==> config.mk <==
export PLATFORM = sky130hd
export DESIGN_NAME = sha256_message_digest_core
export DESIGN_NICKNAME = d
export VERILOG_FILES = /design/src/sha256md_pkg.sv /design/src/sha256md_ctrl.sv /design/src/sha256md_dpath.sv /design/src/sha256_message_digest_core.sv
export SDC_FILE = /design/constraint.sdc
export NUM_CORES = 2
export LEC_CHECK = 0
export BUFFER_PORTS_ARGS = -buffer_cell sky130_fd_sc_hd__buf_4
export CAP_MARGIN = 20
export CORE_AREA = 10 10 577 579
export CTS_CLUSTER_DIAMETER = 80
export DETAILED_ROUTE_END_ITERATION = 7
export DIE_AREA = 0 0 587 589
export HOLD_SLACK_MARGIN = 0.15
export PLACE_DENSITY = 0.45
export SLEW_MARGIN = 20
export SYNTH_ARGS = -nofsm -noshare
export SYNTH_HDL_FRONTEND = slang
export SYNTH_HIERARCHICAL = 1
export SYNTH_SLANG_ARGS = --single-unit
==> constraint.sdc <==
create_clock -name clock -period 12.5 [get_ports clock]
set_clock_uncertainty 0.05 [all_clocks]
set_input_delay 1.875 -clock clock [delete_from_list [all_inputs] [get_ports clock]]
set_output_delay 1.875 -clock clock [all_outputs]
set_load 0.02 [all_outputs]
==> src/sha256md_pkg.sv <==
// shared types, constants and round functions for the sha-256 digest core
package sha256md_pkg;

   localparam int DIGEST_WORDS = 8;
   localparam int BLOCK_WORDS  = 16;
   localparam int ROUNDS       = 64;

   // byte position at which the 64-bit length field starts
   localparam logic [5:0]  PAD_END_FILL = 6'd56;
   // padding marker byte in the top byte lane
   localparam logic [31:0] PAD_WORD     = 32'h8000_0000;
   localparam logic [2:0]  WORD_BYTES   = 3'd4;

   localparam logic [31:0] ROUND_K [0:ROUNDS-1] = '{
      32'h428a2f98, 32'h71374491, 32'hb5c0fbcf, 32'he9b5dba5,
      32'h3956c25b, 32'h59f111f1, 32'h923f82a4, 32'hab1c5ed5,
      32'hd807aa98, 32'h12835b01, 32'h243185be, 32'h550c7dc3,
      32'h72be5d74, 32'h80deb1fe, 32'h9bdc06a7, 32'hc19bf174,
      32'he49b69c1, 32'hefbe4786, 32'h0fc19dc6, 32'h240ca1cc,
      32'h2de92c6f, 32'h4a7484aa, 32'h5cb0a9dc, 32'h76f988da,
      32'h983e5152, 32'ha831c66d, 32'hb00327c8, 32'hbf597fc7,
      32'hc6e00bf3, 32'hd5a79147, 32'h06ca6351, 32'h14292967,
      32'h27b70a85, 32'h2e1b2138, 32'h4d2c6dfc, 32'h53380d13,
      32'h650a7354, 32'h766a0abb, 32'h81c2c92e, 32'h92722c85,
      32'ha2bfe8a1, 32'ha81a664b, 32'hc24b8b70, 32'hc76c51a3,
      32'hd192e819, 32'hd6990624, 32'hf40e3585, 32'h106aa070,
      32'h19a4c116, 32'h1e376c08, 32'h2748774c, 32'h34b0bcb5,
      32'h391c0cb3, 32'h4ed8aa4a, 32'h5b9cca4f, 32'h682e6ff3,
      32'h748f82ee, 32'h78a5636f, 32'h84c87814, 32'h8cc70208,
      32'h90befffa, 32'ha4506ceb, 32'hbef9a3f7, 32'hc67178f2
   };

   localparam logic [31:0] INIT_HASH [0:DIGEST_WORDS-1] = '{
      32'h6a09e667, 32'hbb67ae85, 32'h3c6ef372, 32'ha54ff53a,
      32'h510e527f, 32'h9b05688c, 32'h1f83d9ab, 32'h5be0cd19
   };

   typedef enum logic [3:0] {
      ST_IDLE,
      ST_INSERT,
      ST_PAD,
      ST_ZERO,
      ST_LEN,
      ST_CINIT,
      ST_ROUND,
      ST_CFIN,
      ST_EMIT
   } ctrl_state_type;

   typedef enum logic [1:0] {
      INS_NONE,
      INS_DATA,
      INS_PAD,
      INS_ZERO
   } ins_op_type;

   typedef struct packed {
      ins_op_type ins_op;
      logic       load_item;
      logic       comp_init;
      logic       comp_round;
      logic       comp_final;
      logic       write_len;
      logic       emit_step;
      logic       finish;
   } ctrl_cmd_type;

   typedef struct packed {
      logic blk_full;
      logic rem_done;
      logic fill_at_end;
      logic last;
      logic round_last;
      logic idx_last;
   } dp_status_type;

   function automatic logic [31:0] big_sigma0(input logic [31:0] x);
      big_sigma0 = {x[1:0], x[31:2]} ^ {x[12:0], x[31:13]} ^ {x[21:0], x[31:22]};
   endfunction

   function automatic logic [31:0] big_sigma1(input logic [31:0] x);
      big_sigma1 = {x[5:0], x[31:6]} ^ {x[10:0], x[31:11]} ^ {x[24:0], x[31:25]};
   endfunction

   function automatic logic [31:0] small_sigma0(input logic [31:0] x);
      small_sigma0 = {x[6:0], x[31:7]} ^ {x[17:0], x[31:18]} ^ {3'b000, x[31:3]};
   endfunction

   function automatic logic [31:0] small_sigma1(input logic [31:0] x);
      small_sigma1 = {x[16:0], x[31:17]} ^ {x[18:0], x[31:19]} ^ {10'b0, x[31:10]};
   endfunction

endpackage

==> src/sha256md_ctrl.sv <==
// control state machine of the sha-256 digest core
module sha256md_ctrl
   import sha256md_pkg::*;
(
   input  logic          clock,
   input  logic          reset,
   input  logic          req_valid,
   output logic          req_ready,
   output logic          rsp_valid,
   input  logic          rsp_ready,
   input  dp_status_type status,
   output ctrl_cmd_type  cmd
);

   ctrl_state_type state_ff, state_in;
   ctrl_state_type resume_ff, resume_in;

   always_ff @(posedge clock) begin
      if (reset) begin
         state_ff  <= ST_IDLE;
         resume_ff <= ST_IDLE;
      end else begin
         state_ff  <= state_in;
         resume_ff <= resume_in;
      end
   end

   // next state
   always_comb begin
      state_in  = state_ff;
      resume_in = resume_ff;
      unique case (state_ff)
         ST_IDLE: begin
            if (req_valid) state_in = ST_INSERT;
         end
         ST_INSERT: begin
            priority if (status.blk_full) begin
               state_in  = ST_CINIT;
               resume_in = ST_INSERT;
            end else if (status.rem_done) begin
               state_in = status.last ? ST_PAD : ST_IDLE;
            end else begin
               state_in = state_ff;
            end
         end
         ST_PAD: begin
            resume_in = ST_ZERO;
            state_in  = status.blk_full ? ST_CINIT : ST_ZERO;
         end
         ST_ZERO: begin
            priority if (status.fill_at_end) begin
               state_in = ST_LEN;
            end else if (status.blk_full) begin
               state_in  = ST_CINIT;
               resume_in = ST_ZERO;
            end else begin
               state_in = state_ff;
            end
         end
         ST_LEN: begin
            state_in  = ST_CINIT;
            resume_in = ST_EMIT;
         end
         ST_CINIT: state_in = ST_ROUND;
         ST_ROUND: begin
            if (status.round_last) state_in = ST_CFIN;
         end
         ST_CFIN: state_in = resume_ff;
         ST_EMIT: begin
            if (rsp_ready && status.idx_last) state_in = ST_IDLE;
         end
         default: state_in = ST_IDLE;
      endcase
   end

   // outputs
   always_comb begin
      cmd       = '0;
      req_ready = 1'b0;
      rsp_valid = 1'b0;
      unique case (state_ff)
         ST_IDLE: begin
            req_ready     = 1'b1;
            cmd.load_item = req_valid;
         end
         ST_INSERT: cmd.ins_op = INS_DATA;
         ST_PAD:    cmd.ins_op = INS_PAD;
         ST_ZERO:   cmd.ins_op = status.fill_at_end ? INS_NONE : INS_ZERO;
         ST_LEN:    cmd.write_len = 1'b1;
         ST_CINIT:  cmd.comp_init = 1'b1;
         ST_ROUND:  cmd.comp_round = 1'b1;
         ST_CFIN:   cmd.comp_final = 1'b1;
         ST_EMIT: begin
            rsp_valid     = 1'b1;
            cmd.emit_step = rsp_ready;
            cmd.finish    = rsp_ready && status.idx_last;
         end
         default: cmd = '0;
      endcase
   end

`ifndef SYNTHESIS
   // rounds run back to back until the feed-forward cycle
   a_round_run: assert property (@(posedge clock) disable iff (reset)
      state_ff == ST_ROUND |=> state_ff == ST_ROUND || state_ff == ST_CFIN)
      else $error("round sequence broken");

   // every compression is entered from the load cycle
   a_cinit_then_round: assert property (@(posedge clock) disable iff (reset)
      state_ff == ST_CINIT |=> state_ff == ST_ROUND)
      else $error("compression did not start");

   // a compression always resumes somewhere that can use it
   a_resume_legal: assert property (@(posedge clock) disable iff (reset)
      state_ff == ST_CFIN |->
         resume_ff == ST_INSERT || resume_ff == ST_ZERO || resume_ff == ST_EMIT)
      else $error("bad resume state");
`endif

endmodule

==> src/sha256md_dpath.sv <==
// datapath of the sha-256 digest core: block buffer, round unit, hash state
module sha256md_dpath
   import sha256md_pkg::*;
(
   input  logic          clock,
   input  logic          reset,
   input  ctrl_cmd_type  cmd,
   output dp_status_type status,
   input  logic [31:0]   req_data_word,
   input  logic [2:0]    req_byte_count,
   input  logic          req_last,
   output logic [31:0]   rsp_digest_word,
   output logic [2:0]    rsp_word_index,
   output logic          rsp_digest_last
);

   localparam logic [2:0] LAST_IDX   = 3'(DIGEST_WORDS - 1);
   localparam logic [5:0] LAST_ROUND = 6'(ROUNDS - 1);

   logic [31:0] hash_ff [DIGEST_WORDS];
   logic [31:0] win_ff  [BLOCK_WORDS];
   logic [31:0] vars_ff [8];
   logic [5:0]  fill_ff;
   logic [60:0] msg_ff;
   logic [31:0] pend_ff;
   logic [2:0]  rem_ff;
   logic        last_ff;
   logic [5:0]  rnd_ff;
   logic [2:0]  idx_ff;

   // byte insertion
   logic [1:0]  off;
   logic [2:0]  avail;
   logic [2:0]  n;
   logic [31:0] src;
   logic [3:0]  widx;
   logic [6:0]  fill_sum;
   logic [4:0]  off_sh;
   logic [2:0]  end_pos;
   logic [5:0]  end_sh;
   logic [31:0] keep_mask;
   logic [31:0] ins_mask;
   logic [31:0] new_word;
   logic [2:0]  count_sat;
   logic [63:0] bit_len;

   // round unit
   logic [31:0] t1;
   logic [31:0] t2;
   logic [31:0] ch;
   logic [31:0] maj;
   logic [31:0] w_next;

   assign off     = fill_ff[1:0];
   assign widx    = fill_ff[5:2];
   assign avail   = WORD_BYTES - {1'b0, off};

   always_comb begin
      unique case (cmd.ins_op)
         INS_NONE: begin n = 3'd0;  src = '0;      end
         INS_DATA: begin n = (rem_ff < avail) ? rem_ff : avail; src = pend_ff; end
         INS_PAD:  begin n = 3'd1;  src = PAD_WORD; end
         INS_ZERO: begin n = avail; src = '0;      end
      endcase
   end

   assign fill_sum  = {1'b0, fill_ff} + {4'b0, n};
   assign off_sh    = {off, 3'b000};
   assign end_pos   = {1'b0, off} + n;
   assign end_sh    = {end_pos, 3'b000};
   assign keep_mask = ~(32'hFFFF_FFFF >> off_sh);
   assign ins_mask  = (32'hFFFF_FFFF >> off_sh) & ~(32'hFFFF_FFFF >> end_sh);
   // bytes after the inserted ones are cleared, so padding sees zeros
   assign new_word  = (win_ff[widx] & keep_mask) | ((src >> off_sh) & ins_mask);
   assign count_sat = (req_byte_count > WORD_BYTES) ? WORD_BYTES : req_byte_count;
   assign bit_len   = {msg_ff, 3'b000};

   assign ch     = (vars_ff[4] & vars_ff[5]) ^ (~vars_ff[4] & vars_ff[6]);
   assign maj    = (vars_ff[0] & vars_ff[1]) ^ (vars_ff[0] & vars_ff[2])
                 ^ (vars_ff[1] & vars_ff[2]);
   assign t1     = vars_ff[7] + big_sigma1(vars_ff[4]) + ch + ROUND_K[rnd_ff] + win_ff[0];
   assign t2     = big_sigma0(vars_ff[0]) + maj;
   assign w_next = small_sigma1(win_ff[14]) + win_ff[9] + small_sigma0(win_ff[1]) + win_ff[0];

   always_comb begin
      status.blk_full    = fill_sum[6];
      status.rem_done    = (rem_ff == n);
      status.fill_at_end = (fill_ff == PAD_END_FILL);
      status.last        = last_ff;
      status.round_last  = (rnd_ff == LAST_ROUND);
      status.idx_last    = (idx_ff == LAST_IDX);
   end

   assign rsp_digest_word = hash_ff[idx_ff];
   assign rsp_word_index  = idx_ff;
   assign rsp_digest_last = (idx_ff == LAST_IDX);

   // state with a defined reset value
   always_ff @(posedge clock) begin
      if (reset) begin
         for (int i = 0; i < DIGEST_WORDS; i++) hash_ff[i] <= INIT_HASH[i];
         fill_ff <= '0;
         msg_ff  <= '0;
         rem_ff  <= '0;
         last_ff <= 1'b0;
         rnd_ff  <= '0;
         idx_ff  <= '0;
      end else begin
         if (cmd.finish) begin
            for (int i = 0; i < DIGEST_WORDS; i++) hash_ff[i] <= INIT_HASH[i];
         end else if (cmd.comp_final) begin
            for (int i = 0; i < DIGEST_WORDS; i++) hash_ff[i] <= hash_ff[i] + vars_ff[i];
         end

         if (cmd.finish) begin
            fill_ff <= '0;
            msg_ff  <= '0;
         end else if (cmd.ins_op != INS_NONE) begin
            fill_ff <= fill_sum[5:0];
            if (cmd.ins_op == INS_DATA) msg_ff <= msg_ff + {58'b0, n};
         end

         if (cmd.load_item) begin
            rem_ff  <= count_sat;
            last_ff <= req_last;
         end else if (cmd.ins_op == INS_DATA) begin
            rem_ff <= rem_ff - n;
         end

         if (cmd.comp_init) rnd_ff <= '0;
         else if (cmd.comp_round) rnd_ff <= rnd_ff + 6'd1;

         if (cmd.emit_step) idx_ff <= idx_ff + 3'd1;
      end
   end

   // payload registers
   always_ff @(posedge clock) begin
      if (cmd.load_item) pend_ff <= req_data_word;
      else if (cmd.ins_op == INS_DATA) pend_ff <= pend_ff << {n, 3'b000};

      if (cmd.comp_round) begin
         for (int i = 0; i < BLOCK_WORDS - 1; i++) win_ff[i] <= win_ff[i + 1];
         win_ff[BLOCK_WORDS - 1] <= w_next;
      end else begin
         if (cmd.ins_op != INS_NONE) win_ff[widx] <= new_word;
         if (cmd.write_len) begin
            win_ff[BLOCK_WORDS - 2] <= bit_len[63:32];
            win_ff[BLOCK_WORDS - 1] <= bit_len[31:0];
         end
      end

      if (cmd.comp_init) begin
         for (int i = 0; i < 8; i++) vars_ff[i] <= hash_ff[i];
      end else if (cmd.comp_round) begin
         vars_ff[7] <= vars_ff[6];
         vars_ff[6] <= vars_ff[5];
         vars_ff[5] <= vars_ff[4];
         vars_ff[4] <= vars_ff[3] + t1;
         vars_ff[3] <= vars_ff[2];
         vars_ff[2] <= vars_ff[1];
         vars_ff[1] <= vars_ff[0];
         vars_ff[0] <= t1 + t2;
      end
   end

`ifndef SYNTHESIS
   // length words only go in once the padding has reached the length field
   a_len_at_end: assert property (@(posedge clock) disable iff (reset)
      cmd.write_len |-> fill_ff == PAD_END_FILL)
      else $error("length written before padding finished");

   // feed-forward follows the final round, with the counter wrapped
   a_final_after_rounds: assert property (@(posedge clock) disable iff (reset)
      cmd.comp_final |-> $past(cmd.comp_round) && rnd_ff == '0)
      else $error("feed-forward out of sequence");

   // a message only restarts after the eighth digest word
   a_finish_on_last: assert property (@(posedge clock) disable iff (reset)
      cmd.finish |-> idx_ff == LAST_IDX)
      else $error("digest finished early");

   // pending byte count never exceeds one word
   a_rem_bound: assert property (@(posedge clock) disable iff (reset)
      rem_ff <= WORD_BYTES)
      else $error("pending byte count overflow");
`endif

endmodule

==> src/sha256_message_digest_core.sv <==
// top level of the sha-256 message digest core
//
// sha-256 (fips 180-4) over a message streamed in as big-endian 32-bit words.
// each request carries 1 to 4 valid bytes counted from bits 31..24 (0 only on
// an empty final request; counts 5 to 7 act as 4) and a last flag. short words
// are packed byte-exact behind the bytes already held. on the last request the
// core appends 0x80, zero fill and the 64-bit bit length, then returns the
// eight digest words in order (word_index 0..7, digest_last on index 7) and
// reloads the initial hash for the next message. a request is taken in the
// idle state and its bytes are placed in the insert state that follows (a
// second insert step when they straddle a buffer word); every full 64-byte
// block is then compressed in the single round unit (state load, 64 rounds
// at one per cycle, hash feed-forward). the final request adds padding and
// length insertion, one or two compressions, and then one digest word per
// cycle while rsp_ready is high. no new request is taken until the previous
// one has been fully absorbed or, on last, until all eight digest words have
// been delivered. no clearing pass is needed after reset.
module sha256_message_digest_core
   import sha256md_pkg::*;
(
   input  logic        clock,
   input  logic        reset,
   // request channel
   input  logic        req_valid,
   output logic        req_ready,
   input  logic [31:0] req_data_word,
   input  logic [2:0]  req_byte_count,
   input  logic        req_last,
   // digest channel
   output logic        rsp_valid,
   input  logic        rsp_ready,
   output logic [31:0] rsp_digest_word,
   output logic [2:0]  rsp_word_index,
   output logic        rsp_digest_last
);

   ctrl_cmd_type  cmd;
   dp_status_type status;

   // sequencing: request intake, padding, compression, digest readout
   sha256md_ctrl u_ctrl (
      .clock     (clock),
      .reset     (reset),
      .req_valid (req_valid),
      .req_ready (req_ready),
      .rsp_valid (rsp_valid),
      .rsp_ready (rsp_ready),
      .status    (status),
      .cmd       (cmd)
   );

   // block buffer, message schedule, round unit and hash state
   sha256md_dpath u_dpath (
      .clock           (clock),
      .reset           (reset),
      .cmd             (cmd),
      .status          (status),
      .req_data_word   (req_data_word),
      .req_byte_count  (req_byte_count),
      .req_last        (req_last),
      .rsp_digest_word (rsp_digest_word),
      .rsp_word_index  (rsp_word_index),
      .rsp_digest_last (rsp_digest_last)
   );

endmodule
==> results.toml <==
[global_route]
grt_pass1_wl_um = 454000
antenna_found_initial = 8
grt_pass1_vias = 61300
grt_max_degree = 137
grt_usage_pct = 17.5
grt_overflow = 0

[clock_network]
numCtsBuffers = 151
cts_tree = "yes"
cts-hold-fix-buffers = 0
post_cts_resize_count = 0
cts.sinks = 1150
clkTransAtPathRegs_ns = 0.06
cts_setup_buffers = 0
ctsHtreeMaxLevel = 4
clockBufferDepth = 4
clk_latency_ns = 0.87
cts_root_buffer = "clkbuf_16"

[logic_synthesis]
yosysTopAreaCell = "edfxtp_1"
synth_top_family_by_area = "compound AO/OA/AOI/OAI gates"
muxShareOfSynthArea_pct = 6.94
syn_area_um2 = 79800
synth_commonest_cells = "nand2_1 (1662), edfxtp_1 (1024), o21ai_0 (836), nor2_1 (467), ha_1 (404)"
ys.flop_type = "edfxtp_1"
syn_inst = 8171
yosysWarnings = 6
ys_seq_elements = 1150
synth-seq-area-share_pct = 41.7
synth-xor-area-share_pct = 6.80
synth_compound_area_share_pct = 14.8
ys_types = 95
syn_nets = 8813
yosysTopAreaCellShare_pct = 38.5
yosys.area_share.simple_pct = 14.6
synth_edf_count = 1024
synthTopCellsByArea = "edfxtp_1 (39%), nand2_1 (7.8%), ha_1 (6.3%)"
async_reset_ff_share_pct = 0
synthAdderAreaFrac_pct = 11.3
avgSynthCellArea_um2 = 9.77
post-synth-top-count-cell = "nand2_1"

[sta]
min_period_over_period_pct = 82.3
slew_viol_final = 0
finalSetupViolations = 0
max_freq_mhz = 97.3
slew_headroom_pct = 12.3
tightest_slew_ns = 1.30
hold_viol = 0
setup_tns_ns = 0
grt_setup_unrepaired = "false"
layout_min_cycle_time_ns = 10.28

[worst_setup_path]
worstPathArrival_ns = 10.78
critPathMaxStageDelay_ns = 0.56
cp_data_required_time_ns = 13.00
critPathCaptureType = "flip-flop"
startpoint_type = "flip-flop"
worst-setup-path-type = "flip-flop to flip-flop"
crit_path_top_delay_cell = "nor2_1"
crit_top_cell = "inv_1"
path_max_fanout = 21

[route]
dr.pass1.iters = 7
drt_iter0_drc = 6538
drt-total-wl_um = 315000
drc = 0
antenna_left = 0
route.vias.total = 64100
wl_per_cell_um = 25.2
drt-vias-per-instance = 5.12

[placed_design]
port_buffers = 77
hpwl_um = 233000
routabilityCongestion = 0.928

[floorplan]
die_area_um2 = 346000
start_util_pct = 24.9
die_h_um = 589
coreArea_um2 = 321000
die_w_um = 587
rows = 208
design.portCount = 78

[pwr]
switching_share_pct = 44.5
p_int_mw = 11.4
power_frac_comb_pct = 55.8
p_seq_share_pct = 23.9
clkPwrFrac_pct = 20.4
p_leak_nw = 33.7
powerDensity_nw_per_um2 = 228
ir_drop_mv = 0.377
switchingPower_mw = 9.14

[finish]
utilization_pct = 28.1
layout-drive-gt1-share_pct = 9.73
num-nets-final = 8743
syn_to_final_growth_pct = 12.7

[job]
drv_cap = 0

[hold_path]
min_path_type = "flip-flop to flip-flop"

[outcome]
outcome = "finished, final reports clean"
-- logic make-up after synthesis --
family / after synthesis
adders and majority gates: 605
DFF: 1150
and+or+nand+nor: 2728
AOI/OAI and AO/OA: 1955
buffers and inverters: 807
muxes: 309
xor gates and xnor gates: 617
-- final timing paths --
kind | endpoint | cells after the start | startpoint | slack (ns)
setup / recovery | u_dpath/vars_ff[0][28] | 37 | u_dpath/rnd_ff[3] | 2.22
hold / removal | u_ctrl/resume_ff[0] | 2 | u_ctrl/resume_ff[0] | 0.42
setup reg to reg | u_dpath/vars_ff[0][28] | 37 | u_dpath/rnd_ff[3] | 2.22
hold reg to reg | u_ctrl/resume_ff[0] | 2 | u_ctrl/resume_ff[0] | 0.42
-- area by class of cell --
| type | count | area, um^2 |
|---|---|---|
| Antenna cell | 1 | 2.50 |
| Clock buffer | 205 | 4070 |
| Clock inverter | 55 | 477 |
| Fill cell | 33800 | 231000 |
| Inverter | 339 | 1270 |
| Multi-Input combinational cell | 6214 | 43600 |
| Sequential cell | 1150 | 33300 |
| Tap cell | 4305 | 5390 |
| Timing Repair Buffer | 245 | 1860 |
-- per-layer routing --
metal,vias to the layer above,GRT usage [%],share of wire (%)
li1,29000,-,-
met1,32300,24.9,45
met2,2413,27.6,45
met3,409,2.39,6.8
met4,0,4.80,3.0
met5,-,0,0
-- per-stage QoR --
stage                     total power, mW  hold WS, ns  setup WS (ns)  cells  area [um^2]
final                                20.5        0.417           2.22  12500        90000
after global routing                 22.0        0.436           1.61  12500        90000
after CTS                            20.6        0.420           2.28  12500        90000
after detailed placement             16.3        0.410           2.34  12300        85400
after global placement               16.2        0.407           2.20  12200        85400
after floorplan                      12.8        0.394           3.58   8171        79800
-- cell usage in the layout (no fill, tap or decap), types with 17 or more instances in the layout --
master / count
inv_1: 334
o211ai_1: 28
a22oi_1: 33
a21o_1: 205
a21oi_1: 397
o21a_1: 46
mux2_2: 64
xnor2_1: 384
nor2_1: 463
clkbuf_1: 45
nand2_1: 1652
a211o_1: 17
o21ai_0: 836
nand2b_1: 65
or3_1: 54
buf_4: 239
fa_1: 198
o31ai_1: 29
mux2i_1: 56
nor2b_1: 57
edfxtp_1: 1024
clkbuf_16: 151
ha_1: 404
nand4_1: 34
xor2_1: 231
nor3_1: 98
mux4_2: 189
a31oi_1: 59
a311oi_1: 17
a211oi_1: 72
nand3_1: 114
o21bai_1: 48
dfxtp_1: 116
and3_1: 46
-- sequential cells by signal, indices dropped and copies added, names as in the netlist, named ones only --
register / cells
u_dpath/win_ff: 512
u_dpath/hash_ff: 256
u_dpath/vars_ff: 256
u_dpath/msg_ff: 61
u_dpath/pend_ff: 32
u_dpath/fill_ff: 6
u_dpath/rnd_ff: 6
u_ctrl/state_ff: 4
u_ctrl/resume_ff: 3
u_dpath/rem_ff: 3
u_dpath/rsp_word_index: 3
u_dpath/last_ff: 1
-- critical path, delay by kind of cell (launching register included) --
kind,cells,cell delay [ns]
AO/OA/AOI/OAI,15,3.92
adder cells (fa/ha/maj),7,2.60
XOR/XNOR,1,0.20
flip-flops,1,0.32
multiplexers,1,0.22
buffers and inverters,9,1.58
AND/OR/NAND/NOR,4,1.05
-- power groups by stage --
stage	Sequential (mW)	Combinational [mW]	Clock, mW
floorplan	4.73	8.10	0
global placement	4.99	11.3	0
detailed placement	4.99	11.3	0
CTS	4.91	11.4	4.29
global route	4.92	12.7	4.42
finish	4.90	11.5	4.18
No activity file was read; power rests on OpenSTA's default activity.
